### src/sv/char_ngram_hash_vectorizer_assert.svh
// assertion macros shared by the vectorizer rtl
`ifndef CHAR_NGRAM_HASH_VECTORIZER_ASSERT_SVH
`define CHAR_NGRAM_HASH_VECTORIZER_ASSERT_SVH

// same-cycle implication, sampled on clk, off while arst_n is low
`define CNHV_ASSERT_IMP(lbl, ante, cons, msg) \
	lbl: assert property (@(posedge clk) disable iff (!arst_n) (ante) |-> (cons)) \
		else $error(msg);

// next-cycle implication, sampled on clk, off while arst_n is low
`define CNHV_ASSERT_NXT(lbl, ante, cons, msg) \
	lbl: assert property (@(posedge clk) disable iff (!arst_n) (ante) |=> (cons)) \
		else $error(msg);

`endif

### src/sv/cnhv_pkg.sv
package cnhv_pkg;

	// feature store geometry; the hash takes the low index bits, so this stays a power of two
	localparam int DIMENSIONS     = 256;
	localparam int BIN_AW         = $clog2(DIMENSIONS);
	localparam int BIN_W          = 15;
	localparam logic [BIN_W-1:0] BIN_MAX = '1;

	// text length limit and counter width
	localparam int MAX_TEXT_CHARS = 4096;
	localparam int CNT_W          = 13;

	// field and accumulator widths
	localparam int CHAR_W         = 16;
	localparam int VALUE_W        = 16;
	localparam int SUM_W          = 32;
	localparam int INV_W          = 24;

	// hash multipliers, reduced to the index width
	localparam int HASH_B         = 31;
	localparam int HASH_A         = 961 % DIMENSIONS;

	// read scaling: bin * inv >> FRAC_SHIFT gives q1.15
	localparam int PROD_W         = BIN_W + INV_W;
	localparam int FRAC_SHIFT     = INV_W - 15;
	localparam int ONE_Q15        = 32768;

	// inverse square root unit: 2^(2*INV_W) / sum, then an integer root
	localparam int DIV_STEPS      = 2 * INV_W + 1;
	localparam int ROOT_W         = INV_W + 1;
	localparam int SQRT_STEPS     = ROOT_W;
	localparam int QUO_W          = 2 * ROOT_W;
	localparam int STEP_W         = $clog2(DIV_STEPS);
	localparam int SUB_W          = SUM_W + 2;

	// request operation codes
	typedef enum logic [1:0] {
		OP_CLEAR = 2'd0,
		OP_CHAR  = 2'd1,
		OP_READ  = 2'd2,
		OP_NOP   = 2'd3
	} op_t;

	// result kinds
	localparam logic KIND_STATUS = 1'b0;
	localparam logic KIND_BIN    = 1'b1;

	// top-level sequencer
	typedef enum logic [2:0] {
		VS_IDLE,
		VS_ADD,
		VS_LOOK,
		VS_NORM,
		VS_WAIT,
		VS_STAT,
		VS_MUL,
		VS_OUT
	} vec_state_t;

	// inverse square root sequencer
	typedef enum logic [1:0] {
		RS_IDLE,
		RS_DIV,
		RS_SQRT,
		RS_DONE
	} rs_phase_t;

endpackage

### src/sv/cnhv_rsqrt.sv
module cnhv_rsqrt import cnhv_pkg::*; (
	input  logic             clk,
	input  logic             arst_n,
	input  logic             start,
	input  logic [SUM_W-1:0] sum,
	output logic             done,
	output logic [INV_W-1:0] value
);

	rs_phase_t         phase_q, phase_d;
	logic [STEP_W-1:0] step_q;
	logic [SUM_W-1:0]  div_q;
	logic [SUM_W:0]    rem_q;
	logic [QUO_W-1:0]  quo_q;
	logic [ROOT_W-1:0] root_q;

	logic [SUB_W-1:0]  op_a, op_b, diff;
	logic              ge;
	logic              last_step;

	// shared subtractor: restoring divide step or root digit step
	always_comb begin
		if (phase_q == RS_SQRT) begin
			op_a = SUB_W'({rem_q[ROOT_W:0], quo_q[QUO_W-1 -: 2]});
			op_b = SUB_W'({root_q, 2'b01});
		end else begin
			op_a = {1'b0, rem_q[SUM_W-1:0], (step_q == STEP_W'(DIV_STEPS - 1))};
			op_b = SUB_W'(div_q);
		end
		diff = op_a - op_b;
		ge   = ~diff[SUB_W-1];
	end

	assign last_step = (step_q == '0);

	// next phase
	always_comb begin
		phase_d = phase_q;
		unique case (phase_q)
			RS_IDLE: if (start) phase_d = RS_DIV;
			RS_DIV:  if (last_step) phase_d = RS_SQRT;
			RS_SQRT: if (last_step) phase_d = RS_DONE;
			RS_DONE: phase_d = RS_IDLE;
		endcase
	end

	// outputs; the root saturates to the inverse width
	always_comb begin
		done  = (phase_q == RS_DONE);
		value = root_q[ROOT_W-1] ? '1 : root_q[INV_W-1:0];
	end

	// phase and step counter
	always_ff @(posedge clk or negedge arst_n) begin
		if (!arst_n) begin
			phase_q <= RS_IDLE;
			step_q  <= '0;
		end else begin
			phase_q <= phase_d;
			if (phase_q == RS_IDLE && start) begin
				step_q <= STEP_W'(DIV_STEPS - 1);
			end else if (phase_q == RS_DIV && last_step) begin
				step_q <= STEP_W'(SQRT_STEPS - 1);
			end else if (phase_q == RS_DIV || phase_q == RS_SQRT) begin
				step_q <= step_q - 1'b1;
			end
		end
	end

	// datapath
	always_ff @(posedge clk) begin
		unique case (phase_q)
			RS_IDLE: begin
				if (start) begin
					div_q <= sum;
					rem_q <= '0;
					quo_q <= '0;
				end
			end
			RS_DIV: begin
				quo_q  <= {quo_q[QUO_W-2:0], ge};
				root_q <= '0;
				if (last_step) begin
					rem_q <= '0;
				end else begin
					rem_q <= ge ? diff[SUM_W:0] : op_a[SUM_W:0];
				end
			end
			RS_SQRT: begin
				quo_q  <= {quo_q[QUO_W-3:0], 2'b00};
				root_q <= {root_q[ROOT_W-2:0], ge};
				rem_q  <= ge ? diff[SUM_W:0] : op_a[SUM_W:0];
			end
			RS_DONE: begin
			end
		endcase
	end

endmodule

### config.mk
export PLATFORM = sky130hd
export DESIGN_NAME = cnhv_rsqrt
export DESIGN_NICKNAME = d
export VERILOG_FILES = /design/src/sv/char_ngram_hash_vectorizer_assert.svh /design/src/sv/cnhv_pkg.sv /design/src/sv/cnhv_rsqrt.sv
export SDC_FILE = /design/constraint.sdc
export NUM_CORES = 1
export LEC_CHECK = 0
export BUFFER_PORTS_ARGS = -buffer_cell sky130_fd_sc_hd__buf_2
export CAP_MARGIN = 10
export CORE_AREA = 5 5 203 166
export CTS_CLUSTER_SIZE = 14
export DETAILED_ROUTE_END_ITERATION = 16
export DIE_AREA = 0 0 208 171
export HOLD_SLACK_MARGIN = 0.1
export PLACE_DENSITY_LB_ADDON = 0.2
export SLEW_MARGIN = 10
export SYNTH_ARGS = -nofsm -noshare
export SYNTH_HDL_FRONTEND = slang
export SYNTH_SLANG_ARGS = --single-unit
### constraint.sdc
create_clock -name clk -period 14.45 [get_ports clk]
set_input_delay 1.445 -clock clk [delete_from_list [all_inputs] [get_ports clk]]
set_output_delay 1.445 -clock clk [all_outputs]
set_load 0.02 [all_outputs]
==> reports/qor.txt, run 1 <==
# rows -> 59
Slew margin rel. -> 23.2%
Crit Path Class -> reg -> reg
Cell variety after synth -> 56
Main synth FF type -> edfxtp_1
P&R area growth vs syn -> 15.7%
Worst Hold Class -> reg -> reg
Synthesized flop and latch total -> 147
Final hold vios -> 0
Fill cells -> 3296
Async set-reset flop share out of synthesis -> 5.44%
Period utilization -> 37.8%
Core ar. -> 31700 sq um
Sequential cell area -> 4370 sq um
ANT nets after route -> 0
Worst R2R Start -> phase_q[0]
Highest clock rate -> 183 MHz
TritonCTS clock tree -> built
Multi-input gate area -> 3830 sq um
Port Buffers -> 59
Final Max Tran Viols -> 0
Post-synth top area share -> 49.8%
Yosys warning count -> 0
Status -> completed
DR WL/cell -> 16.2 um
Mapped Cells -> 721
Drt pass-1 iters -> 5
Largest net degree at the start of global routing -> 61
Clk root buf -> clkbuf_16
Cts hold-fix bufs -> 0
Post-CTS Resized -> 0
Die width -> 208 um
Critical path endpoint category -> flop
Worst Setup SP -> phase_q[0]
Crit path to -> rem_q[16]
Total grt overflow -> 0
# H-tree levels -> 4
Max Cap Viol -> 0
Fin nets -> 846
Register area share after synthesis -> 52.2%
DR vias/cell -> 4.61
Worst-path clk slew -> 0.07 ns
Initial core utilization -> 26.4%
Worst Skew -> 0.0114 ns
Clk sinks -> 147
Reg-to-Reg End -> rem_q[16]
Ant. Diodes -> 0
Final setup fails -> 0
Data arrival, critical path -> 5.59 ns
TNS Setup -> 0 ns
R2r setup slk -> 8.99 ns
Die Ht -> 171 um
Worst-path fanout max -> 26
Top cells by area, synth -> edfxtp_1 (50%), ha_1 (6.0%), a22o_1 (5.0%), mux2_2 (3.5%), mux2i_1 (3.1%)
Die Area -> 35600 sq um
Reg2Reg Depth -> 14
Startpoint types -> flop
DPL Wire Length -> 13200 um
Number of global-route vias before repair -> 5520
Tot GR Track Use -> 11.2%
# Post-CTS Setup Buffers -> 0
WP data required -> 14.59 ns
Synth Area per Inst -> 11.6 sq um
Fraction of layout cells with a size suffix above 1 -> 21.3%
Most common cell after layout, fill and taps aside -> edfxtp_1
Drt drc -> 0
Total Routed Length -> 19600 um
Slew at the pin with the worst max-slew slack -> 1.15 ns
First-pass GRT wire length -> 31800 um
Mapped Area -> 8380 sq um
Final worst path period need -> 5.46 ns
Commonest cells after routing, fill and taps aside -> edfxtp_1 (139), nand2_1 (60), buf_2 (59)
Post-synth top area cell -> edfxtp_1
Longest Clk Path Bufs -> 2
GP Congestion -> 0.745
RSZ-0062 raised after global routing -> false
Ports placed on the boundary -> 60
Via Count -> 5579
Antenna violations before repair -> 0
Synth Net Count -> 797
Number of flops mapped to enable cells by yosys -> 139
Total CTS buffers -> 17
DR iter-0 viols -> 320
Worst-Skew Late Latency -> 0.43 ns
==> per-layer routing <==
metal | up-vias | GRT usage, % | share of wire, %
li1 | 2789 | - | -
met1 | 2694 | 17.7 | 56
met2 | 88 | 15.2 | 40
met3 | 8 | 2.51 | 3.8
met4 | 0 | 2.65 | 0.83
met5 | - | 0 | 0
==> cells in the mapped netlist, types with 2 or more instances <==
master and n:
a22o_1 48, a211oi_1 9, mux2_2 26, inv_1 11
dfrtp_1 8, nor2b_1 14, nand3b_1 3, mux2i_4 2
xnor2_1 22, o21bai_1 3, xor2_1 9, a21oi_1 48
and2_1 29, buf_6 2, nand2b_1 13, nand2_1 60
buf_2 2, o221ai_1 2, or2_2 30, nor3_1 14
or3_1 3, edfxtp_1 139, ha_1 40, nor2_1 39
a31oi_1 3, buf_1 6, o21ai_0 20, clkbuf_1 26
o41ai_1 2, mux2i_1 26, nor4b_1 2, a31o_2 2
a311oi_1 2, nand4_1 3, a21o_1 12, nand3_1 10
o21a_1 5, and3_1 8
==> critical path, stage by stage, from the launching register on <==
cell	delay [ns]
dfrtp_1	0.42
inv_1	0.17
ha_2	0.62
buf_4	0.41
mux2i_1	0.23
ha_1	0.33
a21o_1	0.23
o21a_1	0.17
a311oi_1	0.48
o21a_1	0.27
a211oi_4	0.10
o311ai_4	0.44
and2_1	0.96
or3_1	0.23
a21oi_1	0.08
==> stage by stage <==
stage	hold WS, ns	setup WS [ns]	cells	cell area, sq um	utilization (%)
detailed placement	0.555	8.97	1178	9130	28.8
global placement	0.548	9.11	1178	9130	28.8
finish	0.563	8.99	1210	9690	30.5
floorplan	0.523	9.00	721	8380	-
global route	0.589	8.59	1210	9690	30.5
CTS	0.568	8.92	1210	9690	30.5
==> kinds of logic (layout without fill, tap and decap cells) <==
| logic type | count (synthesis) | in the layout | share of synthesized area, % |
|---|---|---|---|
| fa+ha+maj | 41 | 41 | 6.21 |
| simple gates | 232 | 232 | 14.2 |
| xor+xnor | 31 | 31 | 3.24 |
| flops | 147 | 147 | 52.2 |
| mux | 54 | 54 | 7.14 |
| compound gates | 168 | 168 | 14.6 |
| buf+inv | 48 | 110 | 2.40 |
==> worst min path at each step <==
| stage | from | end | slack [ns] | cells after the start |
|---|---|---|---|---|
| after floorplan | step_q[0] | step_q[0] | 0.52 | 2 |
| after global placement | quo_q[5] | quo_q[6] | 0.55 | 1 |
| after detailed placement | quo_q[20] | quo_q[21] | 0.55 | 1 |
| after CTS | quo_q[16] | quo_q[17] | 0.57 | 1 |
| after global routing | quo_q[29] | quo_q[30] | 0.59 | 1 |
| final | quo_q[16] | quo_q[17] | 0.56 | 1 |
==> final cells by class <==
class / count / share of cell area (%)
repair buffers: 67 / 3.67
well taps: 427 / 5.51
clock inverters: 15 / 1.41
clock buffers: 17 / 4.39
multi-input cells: 526 / 39.5
inverters: 11 / 0.426
flip-flops and latches: 147 / 45.1
==> state kept, by name (all words and copies together), names as in the netlist <==
| name | flops |
|---|---|
| phase_q | 2 |
| div_q | 32 |
| step_q | 6 |
| root_q | 25 |
| rem_q | 32 |
| quo_q | 50 |
Power of run 1 is not shown: default switching activity piles up to over one toggle a cycle in this logic, so the estimate is an artifact.
==> run 2, diff against run 1 <==
==> constraint.sdc (replaced) <==
create_clock -name clk -period 4.7 [get_ports clk]
set_input_delay 0.47 -clock clk [delete_from_list [all_inputs] [get_ports clk]]
set_output_delay 0.47 -clock clk [all_outputs]
set_load 0.02 [all_outputs]
==> reports/qor.txt, run 2 (synthesized netlist as in run 1, its figures left out) <==
Status -> completed
Most common cell after layout, fill and taps aside -> edfxtp_1
Largest net degree at the start of global routing -> 49 (-20%)
Worst-path fanout max -> 26 (unchanged)
DR iter-0 viols -> 344 (+7.5%)
Top Registers -> quo_q (50), div_q (32), rem_q (32)
# Post-CTS Setup Buffers -> 0 (unchanged)
Number of global-route vias before repair -> 5553 (+0.60%)
Final Max Tran Viols -> 0 (unchanged)
Reg2Reg Depth -> 15 (+1)
WHS -> 0.204 ns (-0.360 ns)
Final Core Density -> 31.1% (+0.60 points)
Die width -> 208 um (unchanged)
Drt drc -> 0 (unchanged)
DPL Wire Length -> 13600 um (+3.0%)
Top Metal Used -> met5
Sequential cell area -> 4370 sq um (unchanged)
Hold_sp -> sum[18]
Tot GR Track Use -> 11.1% (-0.020 points)
WP data required -> 4.97 ns (-9.62 ns)
R2r setup slk -> 0.48 ns (-8.51 ns)
Die Ht -> 171 um (unchanged)
Highest clock rate -> 237 MHz (+29%)
Period utilization -> 89.8% (+52 points)
Fill cells -> 3256 (-1.2%)
TritonCTS clock tree -> built
Met2 WL post-DR -> 8090 um (+3.5%)
Crit Path Class -> reg -> reg
RSZ-0062 raised after global routing -> false
Initial core utilization -> 26.4% (unchanged)
Drt pass-1 iters -> 5 (unchanged)
Port Buffers -> 59 (unchanged)
Total grt overflow -> 0 (unchanged)
Worst-Skew Late Latency -> 0.44 ns (about the same)
Final setup fails -> 0 (unchanged)
Post-CTS Resized -> 0 (unchanged)
Final hold vios -> 0 (unchanged)
DR vias/cell -> 4.61 (-0.11%)
First-pass GRT wire length -> 31500 um (-0.98%)
Antenna violations before repair -> 1 (+1)
Largest register FFs -> 50 (unchanged)
P&R area growth vs syn -> 18.0%
Total CTS buffers -> 17 (unchanged)
Core ar. -> 31700 sq um (unchanged)
Worst-path clk slew -> 0.08 ns (about the same)
Via Count -> 5633 (+0.97%)
# rows -> 59 (unchanged)
DR WL met3 -> 608 um (-19%)
Critical path endpoint category -> flop
Worst R2R Start -> phase_q[0]
DR WL/cell -> 16.2 um (-0.12%)
Multi-input gate area -> 3830 sq um (unchanged)
Final worst path period need -> 4.22 ns (-1.24 ns)
# H-tree levels -> 4 (unchanged)
Slew at the pin with the worst max-slew slack -> 1.03 ns (-0.118 ns)
TNS Setup -> 0 ns (unchanged)
Slew margin rel. -> 31.1% (+7.9 points)
Clk root buf -> clkbuf_16
Die Area -> 35600 sq um (unchanged)
Ports placed on the boundary -> 60 (unchanged)
Clk sinks -> 147 (unchanged)
Placed Area -> 9240 sq um (+1.2%)
Total Routed Length -> 19800 um (+0.95%)
Commonest cells after routing, fill and taps aside -> edfxtp_1 (139), nand2_1 (60), buf_2 (59)
Fraction of layout cells with a size suffix above 1 -> 22.5% (+1.2 points)
Worst Hold Class -> in -> reg
Longest Clk Path Bufs -> 2 (unchanged)
Max Cap Viol -> 0 (unchanged)
GP Congestion -> 0.757 (+1.6%)
Reg with most FFs -> quo_q
Min-Delay Path Depth -> 1 (unchanged)
ANT nets after route -> 0 (unchanged)
Reg-to-Reg End -> rem_q[16]
Fin nets -> 858 (+1.4%)
Startpoint types -> flop
Wl on met1 -> 11000 um (+1.3%)
Worst Skew -> 0.0153 ns (+0.00394 ns)
Post-route cell area -> 9880 sq um (+2.0%)
Data arrival, critical path -> 4.49 ns (-1.10 ns)
WHS Endpoint -> div_q[18]
-- run 2: changes by cell type in the layout (fill, tap and decap cells not counted), sizes merged --
cell	previous run	this run
clkinvlp	2	0
diode	0	1
dlygate4sd3	0	1
inv	22	21
buf	67	78
bufinv	0	3
-- run 2: worst max path at each step --
stage	slack, ns	start	to	depth (start not counted)
2_1_floorplan	0.21	phase_q[0]	rem_q[25]	18
3_3_place_gp	0.58	phase_q[0]	rem_q[18]	16
3_5_place_dp	0.50	phase_q[0]	rem_q[18]	15
4_1_cts	0.47	phase_q[0]	rem_q[18]	15
5_1_grt	0.18	phase_q[0]	rem_q[30]	16
6_report	0.48	phase_q[0]	rem_q[16]	15
-- run 2: what timing repair did --
item | in CTS | in global routing
endpoints found under the setup margin | 0 | 0
endpoints found under the hold margin | 8 | 0
hold buffers | 1 | 0
-- run 2: layout make-up --
class | count | share of cell area (%)
flip-flops and latches | 147 | 44.3
multi-input cells | 526 | 38.7
well taps | 427 | 5.41
repair buffers | 79 | 4.78
clock buffers | 17 | 4.30
clock inverters | 15 | 2.10
inverters | 11 | 0.418
diodes | 1 | 0.0253
-- run 2: worst max-delay path, cell delays in order (launching register included) --
cell	delay (ns)
dfrtp_1	0.41
inv_1	0.15
ha_2	0.23
buf_4	0.31
mux2_2	0.39
ha_1	0.39
and3_1	0.21
nand4_1	0.16
nor3_1	0.26
o21ai_2	0.13
a211oi_4	0.32
o311ai_4	0.16
and2_1	0.20
buf_4	0.18
or3_1	0.37
a21oi_1	0.16
-- run 2: stage by stage --
stage | cells | setup slack [ns]
finish | 1223 | 0.480
global route | 1222 | 0.183
CTS | 1222 | 0.469
detailed placement | 1189 | 0.505
global placement | 1189 | 0.583
floorplan | 721 | 0.214
-- run 2: routing by layer --
layer	up-vias	track usage (%)
met1	2736	17.6
met2	72	15.2
met5	-	0
met4	2	3.00
met3	4	2.46
li1	2819	-
Power of run 2 is left out for the same reason.
==> run 3, diff against run 2 <==
--- a/config.mk
+++ b/config.mk
@@ -7,10 +7,10 @@
 export LEC_CHECK = 0
 export BUFFER_PORTS_ARGS = -buffer_cell sky130_fd_sc_hd__buf_2
 export CAP_MARGIN = 10
-export CORE_AREA = 5 5 203 166
+export CORE_AREA = 5 5 183 185
 export CTS_CLUSTER_SIZE = 14
 export DETAILED_ROUTE_END_ITERATION = 16
-export DIE_AREA = 0 0 208 171
+export DIE_AREA = 0 0 188 190
 export HOLD_SLACK_MARGIN = 0.1
 export PLACE_DENSITY_LB_ADDON = 0.2
 export SLEW_MARGIN = 10
==> reports/qor.txt, run 3 (synthesized netlist as in run 1, its figures left out) <==
Max Cap Viol -> 0 (unchanged)
Die width -> 188 um (-9.6%)
# rows -> 66 (+12%)
Crit path buf inv count -> 2 (-1)
WHS -> 0.206 ns (+0.00241 ns)
CP dominant cell by count -> o21a_1
Initial core utilization -> 26.3% (-0.11 points)
TritonCTS clock tree -> built
Final hold vios -> 0 (unchanged)
Fin nets -> 862 (+0.47%)
GRT Max-Usage Layer -> met2
Ant. Diodes -> 0 (-1)
DR iter-0 viols -> 301 (-13%)
Die Ht -> 190 um (+11%)
Clk sinks -> 147 (unchanged)
Reg with most FFs -> quo_q
Number of global-route vias before repair -> 5812 (+4.7%)
Tot GR Track Use -> 11.3% (+0.16 points)
Worst Setup SP -> phase_q[0]
Sequential cell area -> 4370 sq um (unchanged)
Worst-path cell chain -> inv_1 > ha_4 > mux2_2 > ha_1 > a21o_1 > o21a_1 > a311oi_1 > o21a_1 > a211oi_4 > o311ai_4 > and2_1 > buf_4 > or3_1 > a21oi_1
ANT nets after route -> 0 (unchanged)
Period utilization -> 90.1% (+0.28 points)
Ports placed on the boundary -> 60 (unchanged)
Multi-input gate area -> 3830 sq um (about the same)
Worst Hold Class -> in -> reg
Startpoint types -> flop
GP Congestion -> 0.794 (+4.9%)
Die Area -> 35700 sq um (+0.43%)
Longest Clk Path Bufs -> 2 (unchanged)
Hold_sp -> sum[28]
Dpl ws -> 0.279 ns (-0.225 ns)
Fill cells -> 3266 (+0.31%)
Top delay family on crit path -> compound AO/OA/AOI/OAI gates
Data arrival, critical path -> 4.40 ns (-0.09 ns)
Slowest CP cell -> a311oi_1
First-pass GRT wire length -> 32000 um (+1.8%)
Highest clock rate -> 236 MHz (-0.31%)
Status -> completed
Final worst path period need -> 4.23 ns (+0.0132 ns)
Core ar. -> 31900 sq um (+0.42%)
DR WL/cell -> 16.4 um (+1.2%)
Most common cell after layout, fill and taps aside -> edfxtp_1
Worst-path fanout max -> 19 (-27%)
P&R area growth vs syn -> 17.8%
Total grt overflow -> 0 (unchanged)
DPL Wire Length -> 14000 um (+2.6%)
Drt drc -> 0 (unchanged)
Drt pass-1 iters -> 6 (+1)
Worst-path clk slew -> 0.07 ns (about the same)
Final setup fails -> 0 (unchanged)
Worst R2R Start -> phase_q[0]
DR vias/cell -> 4.69 (+1.8%)
Grt met3 use -> 2.26% (-0.20 points)
RSZ-0062 raised after global routing -> false
Largest stage delay on the critical path -> 0.47 ns (+0.06 ns)
TNS Setup -> 0 ns (unchanged)
Worst-Skew Late Latency -> 0.43 ns (about the same)
Slew at the pin with the worst max-slew slack -> 1.06 ns (+0.0229 ns)
Total CTS buffers -> 17 (unchanged)
Slew margin rel. -> 29.6% (-1.5 points)
Crit Path Class -> reg -> reg
Port Buffers -> 59 (unchanged)
Commonest cells after routing, fill and taps aside -> edfxtp_1 (139), nand2_1 (60), buf_2 (59)
Setup ws final -> 0.467 ns (-0.0132 ns)
Via Count -> 5657 (+0.43%)
Largest register FFs -> 50 (unchanged)
Final Core Density -> 31.0% (-0.17 points)
Antenna violations before repair -> 0 (-1)
Critical path endpoint category -> flop
Clk root buf -> clkbuf_16
Final Max Tran Viols -> 0 (unchanged)
Met2 Usage GRT -> 17.8% (+2.7 points)
Top Registers -> quo_q (50), div_q (32), rem_q (32)
Met1 usage -> 15.7% (-1.8 points)
Total Routed Length -> 19800 um (-0.24%)
# H-tree levels -> 4 (unchanged)
Largest net degree at the start of global routing -> 48 (-2.0%)
WP data required -> 4.87 ns (-0.10 ns)
Fraction of layout cells with a size suffix above 1 -> 22.4% (-0.085 points)
Worst Skew -> 0.0123 ns (-0.00298 ns)
[run 3: cell count changes in the layout (fill, tap and decap cells not counted), moves of 2 or more]
cell      previous run  this run
buf_12               2         4
buf_4               17        19
clkbuf_1             0         2
clkinv_2             0         2
inv_6                5         3
inv_8                5         0
[run 3: worst paths after layout]
check | end | slack [ns] | cells past startpoint
max in group asynchronous | step_q[4] | 4.05 | 2
min reg2reg | quo_q[41] | 0.56 | 1
min | div_q[28] | 0.21 | 1
max reg2reg | rem_q[16] | 0.47 | 14
min in group asynchronous | step_q[0] | 0.45 | 2
max | rem_q[16] | 0.47 | 14
[run 3: what timing repair did]
item | CTS | global route
setup endpoints to repair | 0 | 1
buffers inserted | 0 | 0
resized for setup | 0 | 1
hold endpoints to repair | 8 | 0
hold buffers | 1 | 0
[run 3: area by class of cell]
type	count	share of cell area, %
flip-flops and latches	147	44.3
repair buffers	83	5.35
well taps	408	5.17
clock inverters	12	1.57
inverters	11	0.418
multi-input cells	526	38.8
clock buffers	19	4.39
[run 3: metal layers]
layer / routed length, um / up-vias / part of all wire [%]
met4: 242 / 0 / 1.2
li1: - / 2811 / -
met3: 401 / 10 / 2.0
met2: 9060 / 72 / 46
met5: 0 / - / 0
met1: 10100 / 2764 / 51
[run 3: through the flow]
step	area, sq um	instances
2_1_floorplan	8380	721
3_3_place_gp	9240	1173
3_5_place_dp	9240	1173
4_1_cts	9840	1205
5_1_grt	9870	1206
6_report	9870	1206
Power of run 3 is left out for the same reason.
